**src/rtl/stok_pkg.sv**
```systemverilog
`timescale 1ns / 1ps
// ----------------------------------------------------------------------------
// stok_pkg
// Token codes, the token record and character class helpers for the
// source tokenizer.
// ----------------------------------------------------------------------------
package stok_pkg;

    localparam logic [4:0] TT_COMMA    = 5'd0;
    localparam logic [4:0] TT_SEMI     = 5'd1;
    localparam logic [4:0] TT_PLUS     = 5'd2;
    localparam logic [4:0] TT_MINUS    = 5'd3;
    localparam logic [4:0] TT_STAR     = 5'd4;
    localparam logic [4:0] TT_GT       = 5'd5;
    localparam logic [4:0] TT_LT       = 5'd6;
    localparam logic [4:0] TT_LPAREN   = 5'd7;
    localparam logic [4:0] TT_RPAREN   = 5'd8;
    localparam logic [4:0] TT_LBRACE   = 5'd9;
    localparam logic [4:0] TT_RBRACE   = 5'd10;
    localparam logic [4:0] TT_LBRACKET = 5'd11;
    localparam logic [4:0] TT_RBRACKET = 5'd12;
    localparam logic [4:0] TT_EQ       = 5'd13;
    localparam logic [4:0] TT_ASSIGN   = 5'd14;
    localparam logic [4:0] TT_STRING   = 5'd15;
    localparam logic [4:0] TT_IDENT    = 5'd16;
    localparam logic [4:0] TT_NUMBER   = 5'd17;
    localparam logic [4:0] TT_KW0      = 5'd18;
    localparam logic [4:0] TT_END      = 5'd29;
    localparam logic [4:0] TT_ERROR    = 5'd30;

    localparam int NUM_KW = 11;

    typedef struct packed {
        logic [4:0]  ttype;
        logic [15:0] pos;
        logic [15:0] len;
        logic [31:0] hash;
    } token_t;

    // Keyword text packed first character in the lowest byte.
    function automatic logic [63:0] kw_text(input logic [3:0] idx);
        logic [63:0] t;
        case (idx)
            4'd0:    t = 64'h0000_0000_746F_726C; // lrot
            4'd1:    t = 64'h0000_0000_746F_7272; // rrot
            4'd2:    t = 64'h0000_0000_646E_616E; // nand
            4'd3:    t = 64'h0000_0000_0074_656C; // let
            4'd4:    t = 64'h0000_0074_736E_6F63; // const
            4'd5:    t = 64'h0000_0000_0000_6669; // if
            4'd6:    t = 64'h0000_0000_6E65_6874; // then
            4'd7:    t = 64'h0000_0000_6573_6C65; // else
            4'd8:    t = 64'h0000_0065_6C69_6877; // while
            4'd9:    t = 64'h0000_0000_0000_6F64; // do
            4'd10:   t = 64'h0000_0000_0000_6E66; // fn
            default: t = 64'h0;
        endcase
        return t;
    endfunction

    function automatic logic [2:0] kw_len(input logic [3:0] idx);
        logic [2:0] l;
        case (idx)
            4'd0, 4'd1, 4'd2, 4'd6, 4'd7: l = 3'd4;
            4'd3:                          l = 3'd3;
            4'd4, 4'd8:                    l = 3'd5;
            4'd5, 4'd9, 4'd10:             l = 3'd2;
            default:                       l = 3'd0;
        endcase
        return l;
    endfunction

    function automatic logic is_space(input logic [7:0] c);
        return (c == " ") || (c >= 8'd9 && c <= 8'd13);
    endfunction

    function automatic logic is_alpha(input logic [7:0] c);
        return (c >= "a" && c <= "z") || (c >= "A" && c <= "Z");
    endfunction

    function automatic logic is_digit(input logic [7:0] c);
        return c >= "0" && c <= "9";
    endfunction

    function automatic logic [15:0] sat_inc(input logic [15:0] v);
        return (v == 16'hFFFF) ? v : v + 16'd1;
    endfunction

endpackage

```
**src/rtl/source_tokenizer.sv**
```systemverilog
`timescale 1ns / 1ps
// ----------------------------------------------------------------------------
// source_tokenizer
// Streaming lexer: one source character per word in, tokens out.
// ----------------------------------------------------------------------------
// An accepted input word is held in the input register; its tokens go to the
// result buffer. Throughput: one input word per cycle while each word gives
// at most one token and tok_stall is low; a word that gives more tokens holds
// the scan stage while the result buffer drains them one token per cycle.
// Reset: rst_n clears the scan state to idle at position zero and empties
// the input register and the result buffer.
module source_tokenizer #(
    parameter int KEYWORD_MAX_LEN = 5
) (
    input  logic        clk,
    input  logic        rst_n,
    input  logic        src_valid,
    output logic        src_stall,
    input  logic [7:0]  ch,
    input  logic        has_char,
    input  logic        end_of_source,
    output logic        tok_valid,
    input  logic        tok_stall,
    output logic [4:0]  token_type,
    output logic [15:0] token_pos,
    output logic [15:0] token_len,
    output logic [31:0] ident_hash,
    output logic        last_of_run
);

    localparam int PW = 8 * KEYWORD_MAX_LEN;

    localparam logic [3:0] M_IDLE       = 4'd0;
    localparam logic [3:0] M_WORD       = 4'd1;
    localparam logic [3:0] M_STR        = 4'd2;
    localparam logic [3:0] M_STR_ESC    = 4'd3;
    localparam logic [3:0] M_EQ_PEND    = 4'd4;
    localparam logic [3:0] M_SLASH      = 4'd5;
    localparam logic [3:0] M_LINE       = 4'd6;
    localparam logic [3:0] M_BLOCK      = 4'd7;
    localparam logic [3:0] M_BLOCK_STAR = 4'd8;

    // Close a word: number, keyword or identifier.
    function automatic stok_pkg::token_t finish_word(
        input logic [15:0]   start,
        input logic [15:0]   len,
        input logic [31:0]   hash,
        input logic [PW-1:0] prefix,
        input logic          ident
    );
        stok_pkg::token_t t;
        logic             hit;
        logic [63:0]      kw;
        t.pos  = start;
        t.len  = len;
        t.hash = 32'd0;
        t.ttype = stok_pkg::TT_NUMBER;
        hit = 1'b0;
        kw  = 64'd0;
        if (ident)
        begin
            t.ttype = stok_pkg::TT_IDENT;
            t.hash  = hash;
            for (int i = 0; i < stok_pkg::NUM_KW; i++)
            begin
                kw = stok_pkg::kw_text(4'(i));
                if (!hit && len == 16'(stok_pkg::kw_len(4'(i)))
                    && prefix == kw[PW-1:0])
                begin
                    hit     = 1'b1;
                    t.ttype = stok_pkg::TT_KW0 + 5'(i);
                    t.hash  = 32'd0;
                end
            end
        end
        return t;
    endfunction

    // input register
    logic        in_v_reg;
    logic [7:0]  ch_reg;
    logic        has_reg;
    logic        eos_reg;

    // scan state
    logic [3:0]    mode_reg, mode_next;
    logic [15:0]   pos_reg, pos_next;
    logic [15:0]   start_reg, start_next;
    logic [15:0]   len_reg, len_next;
    logic [31:0]   hash_reg, hash_next;
    logic [PW-1:0] prefix_reg, prefix_next;
    logic          ident_reg, ident_next;

    // result buffer
    stok_pkg::token_t buf_reg [0:2];
    stok_pkg::token_t slot_next [0:2];
    logic [1:0]       cnt_reg, cnt_next;
    logic [1:0]       idx_reg;
    logic [1:0]       rd_idx;
    stok_pkg::token_t rd_tok;

    logic pop, buf_free, process, src_accept, out_last;

    // idle-state classification of the current character
    logic             idle_emit;
    stok_pkg::token_t idle_tok;
    logic [3:0]       idle_mode;
    logic             alpha, alnum;

    always_comb
    begin
        alpha          = stok_pkg::is_alpha(ch_reg);
        alnum          = alpha || stok_pkg::is_digit(ch_reg);
        idle_emit      = 1'b1;
        idle_mode      = M_IDLE;
        idle_tok.pos   = pos_reg;
        idle_tok.len   = 16'd1;
        idle_tok.hash  = 32'd0;
        idle_tok.ttype = stok_pkg::TT_ERROR;
        unique case (ch_reg)
            ",":     idle_tok.ttype = stok_pkg::TT_COMMA;
            ";":     idle_tok.ttype = stok_pkg::TT_SEMI;
            "+":     idle_tok.ttype = stok_pkg::TT_PLUS;
            "-":     idle_tok.ttype = stok_pkg::TT_MINUS;
            "*":     idle_tok.ttype = stok_pkg::TT_STAR;
            ">":     idle_tok.ttype = stok_pkg::TT_GT;
            "<":     idle_tok.ttype = stok_pkg::TT_LT;
            "(":     idle_tok.ttype = stok_pkg::TT_LPAREN;
            ")":     idle_tok.ttype = stok_pkg::TT_RPAREN;
            "{":     idle_tok.ttype = stok_pkg::TT_LBRACE;
            "}":     idle_tok.ttype = stok_pkg::TT_RBRACE;
            "[":     idle_tok.ttype = stok_pkg::TT_LBRACKET;
            "]":     idle_tok.ttype = stok_pkg::TT_RBRACKET;
            "/":
            begin
                idle_emit = 1'b0;
                idle_mode = M_SLASH;
            end
            "=":
            begin
                idle_emit = 1'b0;
                idle_mode = M_EQ_PEND;
            end
            "\"":
            begin
                idle_emit = 1'b0;
                idle_mode = M_STR;
            end
            default:
            begin
                if (stok_pkg::is_space(ch_reg))
                begin
                    idle_emit = 1'b0;
                end
                else if (alnum)
                begin
                    idle_emit = 1'b0;
                    idle_mode = M_WORD;
                end
            end
        endcase
    end

    // scan one word: character first, then end of source
    stok_pkg::token_t cand [0:3];
    logic [3:0]       cand_v;
    logic [1:0]       n_tok;

    always_comb
    begin
        logic apply_idle;
        logic [15:0] pos_a;
        mode_next   = mode_reg;
        start_next  = start_reg;
        len_next    = len_reg;
        hash_next   = hash_reg;
        prefix_next = prefix_reg;
        ident_next  = ident_reg;
        apply_idle  = 1'b0;
        cand_v      = 4'b0000;
        for (int k = 0; k < 4; k++)
        begin
            cand[k].ttype = stok_pkg::TT_ERROR;
            cand[k].pos   = start_reg;
            cand[k].len   = 16'd1;
            cand[k].hash  = 32'd0;
        end

        if (has_reg)
        begin
            unique case (mode_reg)
                M_WORD:
                begin
                    if (alnum)
                    begin
                        if (len_reg < 16'd32)
                            hash_next = hash_reg + ({24'd0, ch_reg} << len_reg[4:0]);
                        for (int k = 0; k < KEYWORD_MAX_LEN; k++)
                        begin
                            if (len_reg == 16'(k))
                                prefix_next[8*k +: 8] = prefix_reg[8*k +: 8] | ch_reg;
                        end
                        len_next = stok_pkg::sat_inc(len_reg);
                    end
                    else
                    begin
                        cand_v[0]  = 1'b1;
                        cand[0]    = finish_word(start_reg, len_reg, hash_reg,
                                                 prefix_reg, ident_reg);
                        apply_idle = 1'b1;
                    end
                end
                M_STR:
                begin
                    len_next = stok_pkg::sat_inc(len_reg);
                    if (ch_reg == "\\")
                    begin
                        mode_next = M_STR_ESC;
                    end
                    else if (ch_reg == "\"")
                    begin
                        cand_v[0]     = 1'b1;
                        cand[0].ttype = stok_pkg::TT_STRING;
                        cand[0].len   = len_next;
                        mode_next     = M_IDLE;
                    end
                end
                M_STR_ESC:
                begin
                    len_next  = stok_pkg::sat_inc(len_reg);
                    mode_next = M_STR;
                end
                M_EQ_PEND:
                begin
                    cand_v[0] = 1'b1;
                    if (ch_reg == "=")
                    begin
                        cand[0].ttype = stok_pkg::TT_EQ;
                        cand[0].len   = 16'd2;
                        mode_next     = M_IDLE;
                    end
                    else
                    begin
                        cand[0].ttype = stok_pkg::TT_ASSIGN;
                        apply_idle    = 1'b1;
                    end
                end
                M_SLASH:
                begin
                    if (ch_reg == "/")
                    begin
                        mode_next = M_LINE;
                    end
                    else if (ch_reg == "*")
                    begin
                        mode_next = M_BLOCK;
                    end
                    else
                    begin
                        // lone slash: error, and the character is dropped
                        cand_v[0] = 1'b1;
                        mode_next = M_IDLE;
                    end
                end
                M_LINE:
                begin
                    if (ch_reg == 8'd10)
                        mode_next = M_IDLE;
                end
                M_BLOCK:
                begin
                    if (ch_reg == "*")
                        mode_next = M_BLOCK_STAR;
                end
                M_BLOCK_STAR:
                begin
                    if (ch_reg == "/")
                        mode_next = M_IDLE;
                    else if (ch_reg != "*")
                        mode_next = M_BLOCK;
                end
                default:
                begin
                    apply_idle = 1'b1;
                end
            endcase

            if (apply_idle)
            begin
                mode_next = idle_mode;
                cand_v[1] = idle_emit;
                cand[1]   = idle_tok;
                if (idle_mode != M_IDLE)
                    start_next = pos_reg;
                if (idle_mode == M_STR)
                    len_next = 16'd1;
                if (idle_mode == M_WORD)
                begin
                    len_next    = 16'd1;
                    hash_next   = {24'd0, ch_reg};
                    prefix_next = PW'(ch_reg);
                    ident_next  = alpha;
                end
            end
        end

        pos_a = pos_reg + 16'(has_reg);
        pos_next = pos_a;

        if (eos_reg)
        begin
            // close whatever is open, then the end token
            cand[2].pos = start_next;
            unique case (mode_next)
                M_WORD:
                begin
                    cand_v[2] = 1'b1;
                    cand[2]   = finish_word(start_next, len_next, hash_next,
                                            prefix_next, ident_next);
                end
                M_STR, M_STR_ESC:
                begin
                    cand_v[2]     = 1'b1;
                    cand[2].ttype = stok_pkg::TT_STRING;
                    cand[2].len   = len_next;
                end
                M_EQ_PEND:
                begin
                    cand_v[2]     = 1'b1;
                    cand[2].ttype = stok_pkg::TT_ASSIGN;
                end
                M_SLASH:
                begin
                    cand_v[2] = 1'b1;
                end
                default:
                begin
                    cand_v[2] = 1'b0;
                end
            endcase
            cand_v[3]     = 1'b1;
            cand[3].ttype = stok_pkg::TT_END;
            cand[3].pos   = pos_a;
            cand[3].len   = 16'd0;

            mode_next   = M_IDLE;
            pos_next    = 16'd0;
            start_next  = 16'd0;
            len_next    = 16'd0;
            hash_next   = 32'd0;
            prefix_next = '0;
            ident_next  = 1'b0;
        end
    end

    // pack up to three tokens in order
    always_comb
    begin
        n_tok = 2'd0;
        for (int k = 0; k < 3; k++)
            slot_next[k] = cand[3];
        for (int i = 0; i < 4; i++)
        begin
            if (cand_v[i] && n_tok != 2'd3)
            begin
                slot_next[n_tok] = cand[i];
                n_tok = n_tok + 2'd1;
            end
        end
    end

    // handshake
    assign tok_valid  = idx_reg < cnt_reg;
    assign out_last   = idx_reg == (cnt_reg - 2'd1);
    assign pop        = tok_valid && !tok_stall;
    assign buf_free   = !tok_valid || (pop && out_last);
    assign process    = in_v_reg && buf_free;
    assign src_stall  = in_v_reg && !process;
    assign src_accept = src_valid && !src_stall;
    assign cnt_next   = process ? n_tok : cnt_reg;

    assign rd_idx      = (idx_reg == 2'd3) ? 2'd0 : idx_reg;
    assign rd_tok      = buf_reg[rd_idx];
    assign token_type  = rd_tok.ttype;
    assign token_pos   = rd_tok.pos;
    assign token_len   = rd_tok.len;
    assign ident_hash  = rd_tok.hash;
    assign last_of_run = out_last;

    always_ff @(posedge clk or negedge rst_n)
    begin
        if (!rst_n)
        begin
            in_v_reg   <= 1'b0;
            mode_reg   <= M_IDLE;
            pos_reg    <= 16'd0;
            start_reg  <= 16'd0;
            len_reg    <= 16'd0;
            hash_reg   <= 32'd0;
            prefix_reg <= '0;
            ident_reg  <= 1'b0;
            cnt_reg    <= 2'd0;
            idx_reg    <= 2'd0;
        end
        else
        begin
            if (src_accept)
                in_v_reg <= 1'b1;
            else if (process)
                in_v_reg <= 1'b0;

            if (process)
            begin
                mode_reg   <= mode_next;
                pos_reg    <= pos_next;
                start_reg  <= start_next;
                len_reg    <= len_next;
                hash_reg   <= hash_next;
                prefix_reg <= prefix_next;
                ident_reg  <= ident_next;
                idx_reg    <= 2'd0;
            end
            else if (pop)
            begin
                idx_reg <= idx_reg + 2'd1;
            end
            cnt_reg <= cnt_next;
        end
    end

    always_ff @(posedge clk)
    begin
        if (src_accept)
        begin
            ch_reg  <= ch;
            has_reg <= has_char;
            eos_reg <= end_of_source;
        end
        if (process)
        begin
            for (int k = 0; k < 3; k++)
                buf_reg[k] <= slot_next[k];
        end
    end

    a_idx_bound: assert property (@(posedge clk) disable iff (!rst_n)
        idx_reg <= cnt_reg)
        else $error("result index ran past token count");

    a_end_last: assert property (@(posedge clk) disable iff (!rst_n)
        (tok_valid && token_type == stok_pkg::TT_END) |-> last_of_run)
        else $error("end token is not the last of its run");

    a_hash_ident: assert property (@(posedge clk) disable iff (!rst_n)
        (tok_valid && token_type != stok_pkg::TT_IDENT) |-> ident_hash == 32'd0)
        else $error("hash on a token that is not an identifier");

    a_eos_reset: assert property (@(posedge clk) disable iff (!rst_n)
        (process && eos_reg) |=> (mode_reg == M_IDLE && pos_reg == 16'd0))
        else $error("scan state not cleared after end of source");

endmodule
```
**config.mk**
```make
export PLATFORM = sky130hd
export DESIGN_NAME = source_tokenizer
export DESIGN_NICKNAME = d
export VERILOG_FILES = /design/src/rtl/stok_pkg.sv /design/src/rtl/source_tokenizer.sv
export SDC_FILE = /design/constraint.sdc
export NUM_CORES = 1
export LEC_CHECK = 0
export BUFFER_PORTS_ARGS = -buffer_cell sky130_fd_sc_hd__buf_4
export CAP_MARGIN = 20
export CORE_ASPECT_RATIO = 1.2
export CORE_MARGIN = 2
export CORE_UTILIZATION = 25
export DETAILED_ROUTE_END_ITERATION = 8
export SYNTH_ARGS = -nofsm -noshare
export SYNTH_HDL_FRONTEND = slang
export SYNTH_SLANG_ARGS = --single-unit
```
**constraint.sdc**
```tcl
create_clock -name clk -period 10.1 [get_ports clk]
set_clock_uncertainty 0.15 [all_clocks]
set_input_delay 1.01 -clock clk [delete_from_list [all_inputs] [get_ports clk]]
set_output_delay 1.01 -clock clk [all_outputs]
set_load 0.005 [all_outputs]
```
After elaboration in Yosys (flattened, before gate mapping). Memories as Yosys holds them, arrays and structs flattened. Cells that the tools add are included.

$add $sub $neg: 8. $lt $le $gt $ge: 16. Equality and inequality tests: 75. Shift operators: 1. Mux-type cells: 351. Bitwise logic cells: 8. Reductions and logical operators: 96.

Operator list (number): 40-bit 2-to-1 mux (83); 32-bit 2-to-1 mux (33); 40-bit == test (22); 207-bit bitwise mux (3); 207-bit 2-to-1 mux (3); 69-bit demux with 2-bit select (3); 69-bit 2-to-1 mux (6); 16-bit 2-to-1 mux (16); 138-bit 2-to-1 mux (1); 16-bit by 3-bit == test with 1-bit output (8); 5-bit 2-to-1 mux (24); 1-bit 2-to-1 mux (111); 106-bit 2-to-1 mux (1); 8-bit by 6-bit == test with 1-bit output, second input constant (13); 3-bit 2-to-1 mux (30); 5-bit one-hot mux with 13 select lines (1); 1-bit logical AND (57); 16-bit one-hot mux with 3 select lines (1); 8-bit by 7-bit == test with 1-bit output, second input constant (5); 4-bit 2-to-1 mux (10); 8-bit 2-to-1 mux (5); 8-bit OR (5); 32-bit adder (1); 16-bit by 2-bit == test with 1-bit output, second input constant (2); 46 further kinds (111).

Bits in registers: 140. RAM bits: 207. Output and inout port bits: 72. Logic and storage cells: 569. Memories kept: 1.

Memory list: buf_reg (depth 3, width 69, rd ports 1, clocked after memory_dff 0, wr ports 3, RTL line source_tokenizer.sv:95) `stok_pkg::token_t buf_reg [0:2];`.

Logic depth before layout (Yosys ltp). Gate-level depths: netlist of run 1.

Word-level depth: 101. Depth in mapped cells: 26.

Worst setup path before layout of run 1. OpenSTA, ideal clock, no wires.

Kind: input to register. Start: input tok_stall. End: memory buf_reg[0][0] (netlist name) (enable). Library setup time: 0.652 ns. Arrival time: 7.423 ns. Required time: 9.298 ns. Path slack: 1.875 ns. Stages on the path: 4. Cells stage by stage: o31ai_1 nand2_1 clkinv_1 buf_1.

RTL lines: start, declared (RTL line source_tokenizer.sv:23) `input logic tok_stall,`; end, declared (RTL line source_tokenizer.sv:95).

==> run metrics, run 1 <==
Max Cap Viol=0; Register Area=between 9000 and 10000 µm²; Nets=approximately 2700; CTS tree=yes; Longest Clk Path Bufs=3; critical path arrival=7580 ps; H-tree Lvls=2; total congestion overflow=0; Fill cells=between 9000 and 10000; Setup violations, final=0; initial core utilization=approximately 25%; relative slew slack=between 20% and 30%; final hold viol count=0; Worst Hold Class=in -> async; post-layout min period=7420 ps; Wirelength per Cell=20.9 µm; # rows=roughly 120; most frequent CP cell=ha_1; DRT Pass-1 Iters=5; Synth Cell Area=about 23000 µm²; clock-pin slew on the worst setup and hold paths=approximately 60 ps; Starting DRT DRC Count=roughly 2000; Yosys warnings=0; worst path cell trace=nor2_1, a32oi_2, a21boi_2, buf_4, a211oi_1, nand2b_1, clkinv_1, ha_1, nand3b_1, o21ai_0, inv_1, ha_1, nor2b_1, nand2_1, nand2_2, nand4b_4, o21ai_1; total wire length=around 81 mm; most common cell after layout, fill and taps aside=nand2_1; Critical Path Start Type=flop; Root Driver=clkbuf_16; DR vias/cell=between 5 and 6; PwrDens=~280 nW/µm²; HPWL reported at the end of detailed placement=around 57 mm; largest net degree at the start of global routing=94; Primary FF master, synth=edfxtp_1; Die X=approximately 280 µm; core area=between 90000 and 100000 µm²; final setup TNS=0 ps; RSZ-0062 raised after global routing=false; GP Congestion=roughly 0.96; max reg flops=about 210; P&R area growth vs syn=13.0%; Yosys reg bits=roughly 350; max-slew violations=0; io pins=86; WS Path Type=reg -> reg; delay-heaviest family, CP=simple AND/OR/NAND/NOR gates; port bufs=between 80 and 90; ANT cells=0; crit end category=flop; r2r setup slk=2680 ps; met2 Use GR=~29%; Post-CTS Resized=0; Synth async-reset ratio=37.5%; grt peak-use layer=met2; EDFF count, synth=between 200 and 250; WP buf/inv=3; drc violations=0; Post-CTS Hold Buffers=0; Synth cell types=107; slowest CP cell=edfxtp_1; met1 usage=between 20% and 30%; antenna-violating nets left=0; Max stage delay on crit path=between 900 and 1000 ps; area of the multi-input gates=between 10000 and 15000 µm²; Syn Nets=~2700; Syn Inst Count=~2600; die height=338 µm; post-CTS setup buffers=0; CTS sink cnt=about 350; Leak=a little over 0.009 µW; Final period util=around three quarters; Hold WS=about 240 ps; worst path required time=between 10000 and 15000 ps; Vias=approximately 21000; GRT Util Overall=between 15 and 20%; vias in the first global route=about 20000; global-route met3 utilization=around 1.9%; fmax=approximately 130 MHz; global-route wire length before repair=123 mm; Die ar.=about 95000 µm²; share of layout cells above drive strength 1=10.2%; status=complete, no violations; initial antenna violation count=0; worst-margin pin slew=1090 ps; Seq/Total Area, Yosys=between 40 and 50%; clock latency on the worst-skew pair=610 ps; most frequent cells in the layout=nand2_1, nor2_1, o21ai_0; CTS buffer count=38; Critical Path Fanout Max=32; worst vdd ir=205 µV; Mean Syn Cell Area=slightly below 9 µm²
area by class of cell:
class	count	share of cell area, %
Tap cell	1240	5.92
Clock inverter	17	0.911
Sequential cell	347	37.3
Clock buffer	53	4.04
Timing Repair Buffer	123	3.57
Inverter	49	0.730
Multi-Input combinational cell	2050	47.6
cells by family after synthesis:
| group | count (synthesis) | share of synthesized area [%] |
|---|---|---|
| AND/OR/NAND/NOR | 1075 | 22.9 |
| AO/OA/AOI/OAI | 776 | 21.6 |
| flip-flops | 347 | 42.1 |
| buffers and inverters | 249 | 4.36 |
| multiplexers | 109 | 4.75 |
| adder cells (fa/ha/maj) | 49 | 2.67 |
| XOR/XNOR | 41 | 1.55 |
power breakdown:
group          internal (µW)  leakage, µW  switching, µW
Sequential              2260      0.00389            323
Clock                    869     0.000626            621
Combinational           1090      0.00479           2310
Total                   4220      0.00931           3250
metal layers:
layer / up-vias / share of wire (%)
li1: 9821 / -
met2: 758 / 50
met4: 0 / 4.5
met5: - / 0
met1: 10200 / 40
met3: 187 / 5.0
final timing paths:
check | to | cells past startpoint | start
min in group clk | prefix_reg[39] | 1 | prefix_reg[39]
max in group asynchronous | hash_reg[5] | 2 | rst_n
max | buf_reg[0][1] | 17 | ch_reg[2]
max reg2reg | buf_reg[0][1] | 17 | ch_reg[2]
min | pos_reg[15] | 1 | rst_n
min reg2reg | prefix_reg[39] | 1 | prefix_reg[39]
Yosys cell counts (8+ instances only):
cell	n	area [µm²]
o21ai_1	42	210
o21bai_1	8	60.1
nor2b_1	26	163
a21o_1	20	150
nand3b_1	9	67.6
buf_2	20	100
o221ai_1	9	78.8
o31ai_1	15	113
edfxtp_1	217	6520
o21a_1	13	97.6
a41oi_1	8	70.1
clkbuf_1	149	559
and2_1	28	175
and3_1	29	181
nand2_1	359	1350
ha_1	48	601
o22ai_1	48	300
or2_2	12	75.1
nand4_1	37	231
a31oi_1	48	300
a211oi_1	22	165
a21boi_0	8	60.1
buf_1	18	67.6
o21ai_0	223	1120
nand3_1	54	270
o211ai_1	22	165
or4_1	19	143
xor2_1	14	123
xnor2_1	27	236
mux2i_1	101	1010
a22o_1	27	236
inv_1	43	161
nor3b_1	8	60.1
nor2_1	275	1030
a22oi_1	51	383
a21oi_1	125	626
buf_4	12	90.1
nor4_1	41	257
or3_1	21	131
nor3_1	72	360
nand2b_1	26	163
dfrtp_1	130	3250
through the flow:
step	cells	power [µW]	worst slack, ps	utilization (%)	cell area [µm²]
floorplan	2646	4740	1880	-	23200
global placement	3805	5980	2870	27.0	24900
detailed placement	3807	6010	2630	27.1	24900
global route	3879	7910	2280	28.5	26200
CTS	3877	7510	2640	28.5	26200
finish	3879	7470	2680	28.5	26200
Note: power is estimated with default switching activity, not from simulation.
==> run 2: changes to the inputs <==
- clock period: 10.1 -> 7.2 ns (I/O delays scaled with it)
==> run metrics, run 2 (same netlist as run 1, synthesis figures left out) <==
P&R area growth vs syn=13.3% (was 13.0%); crit end category=flop (unchanged); GRT Util Overall=16.9% (was 16.6%); # rows=122 (unchanged); Nets=2693 (was 2672); CTS buffer count=38 (unchanged); PwrDens=398 nW/µm² (was 285 nW/µm²); final setup TNS=0 ps (unchanged); total wire length=82.1 mm (was 81.0 mm); die height=338 µm (unchanged); Final period util=88.1% (was 73.5%); Longest Clk Path Bufs=3 (unchanged); final hold viol count=0 (unchanged); Design Area, Final=26300 µm² (was 26200 µm²); Max Cap Viol=0 (unchanged); Setup violations, final=0 (unchanged); most frequent cells in the layout=nand2_1, nor2_1, o21ai_0 (unchanged); area of placed instances=25100 µm² (was 24900 µm²); Die ar.=95300 µm² (unchanged); port bufs=85 (unchanged); Die X=282 µm (unchanged); reg-to-reg startpoint=ch_reg[4] (was ch_reg[2]); drc violations=0 (unchanged); post-CTS setup buffers=0 (unchanged); io pins=86 (unchanged); Worst setup endpoint=buf_reg[2][48] (was buf_reg[0][1]); HPWL reported at the end of detailed placement=57.5 mm (was 57.1 mm); share of layout cells above drive strength 1=10.8% (was 10.2%); status=complete, no violations (unchanged); global-route wire length before repair=126 mm (was 123 mm); most common cell after layout, fill and taps aside=nand2_1 (unchanged); max-slew violations=0 (unchanged); max reg flops=207 (unchanged); Vias=21100 (was 20900); initial antenna violation count=1 (was 0); RSZ-0062 raised after global routing=false (unchanged); Post-CTS Resized=0 (unchanged); clock latency on the worst-skew pair=590 ps (was 610 ps); Wirelength per Cell=21.1 µm (was 20.9 µm); worst path required time=7380 ps (was 10260 ps); Post-CTS Hold Buffers=0 (unchanged); Critical Path Fanout Max=46 (was 32); worst r2r path cells=17 (unchanged); fmax=158 MHz (was 135 MHz); Leak=0.00937 µW (was 0.00931 µW); post-layout min period=6350 ps (was 7420 ps); core area=92000 µm² (unchanged); antenna-violating nets left=0 (unchanged); non-filler instance count after layout=3900 (was 3879); CTS sink cnt=347 (unchanged); initial core utilization=25.2% (unchanged); Critical Path Start Type=flop (unchanged); largest net degree at the start of global routing=81 (was 94); DR vias/cell=5.40 (about the same); GP Congestion=0.972 (was 0.958); clock-pin slew on the worst setup and hold paths=60 ps (about the same); Root Driver=clkbuf_16 (unchanged); worst vdd ir=280 µV (was 205 µV); vias in the first global route=20700 (was 20100); total congestion overflow=0 (unchanged); post-placement cell count=3829 (was 3807); Crit Reg-Reg Endpoint=buf_reg[2][48] (was buf_reg[0][1]); WS Path Type=reg -> reg (unchanged); r2r setup slk=850 ps (was 2680 ps); DRT Pass-1 Iters=6 (was 5); Worst Setup SP=ch_reg[4] (was ch_reg[2]); Worst Hold Class=in -> async (unchanged); total power=10500 µW (was 7470 µW); relative slew slack=21.4% (was 27.5%); critical path arrival=6520 ps (was 7580 ps); Starting DRT DRC Count=1903 (was 1996); H-tree Lvls=2 (unchanged); worst-margin pin slew=1180 ps (was 1090 ps); CTS tree=yes (unchanged); ANT cells=0 (unchanged)
## run 2: worst min-delay path by stage
stage	startpoint	to	slack [ps]	depth (start not counted)
2_1_floorplan	rst_n	cnt_reg[0]	270	0
3_3_place_gp	cnt_reg[1]	cnt_reg[1]	330	2
3_5_place_dp	cnt_reg[1]	cnt_reg[1]	340	2
4_1_cts	rst_n	pos_reg[13]	60	1
5_1_grt	rst_n	pos_reg[12]	80	1
6_report	rst_n	pos_reg[15]	20	1
## run 2: area by class of cell
| class | count | area [µm²] |
|---|---|---|
| clock inverter | 22 | 206 |
| clock buffer | 48 | 1010 |
| multi-input combinational | 2050 | 12500 |
| sequential | 347 | 9770 |
| timing repair buffer | 144 | 1080 |
| fill | 9651 | 65800 |
| inverter | 49 | 191 |
| tap | 1240 | 1550 |
## run 2: critical path, stage by stage, from the launching register on
cell      delay [ps]
edfxtp_1         710
nor4b_2          640
a41oi_1          210
o2111a_1         280
a311o_1          390
o31ai_4          380
a21oi_1          100
a211oi_2         480
nand3b_1         330
o21ai_0          300
inv_1            130
ha_1             200
nor2b_1          400
nand2_1          110
nand4_1          120
buf_4            490
o21ai_0          320
a22o_1           320
## run 2: per-layer routing
| layer | wire [µm] | vias to the layer above | track usage [%] |
|---|---|---|---|
| met5 | 0 | - | 0 |
| met4 | 4600 | 0 | 9.08 |
| met3 | 4230 | 220 | 2.25 |
| met2 | 40200 | 724 | 29.4 |
| met1 | 33100 | 10300 | 20.1 |
| li1 | - | 9851 | - |
## run 2: stage by stage
step           util, %  setup WS [ps]  hold WS (ps)
2_1_floorplan        -            130           274
3_3_place_gp      27.2           1020           327
3_5_place_dp      27.2            847           342
4_1_cts           28.6            802          62.3
5_1_grt           28.6            363          83.6
6_report          28.6            854          23.0
## run 2: power breakdown
part           leakage, µW  internal [µW]  switching, µW  total, µW
registers          0.00389           3170            422       3590
logic              0.00489           1560           3340       4900
clock network     0.000588           1110            861       1970
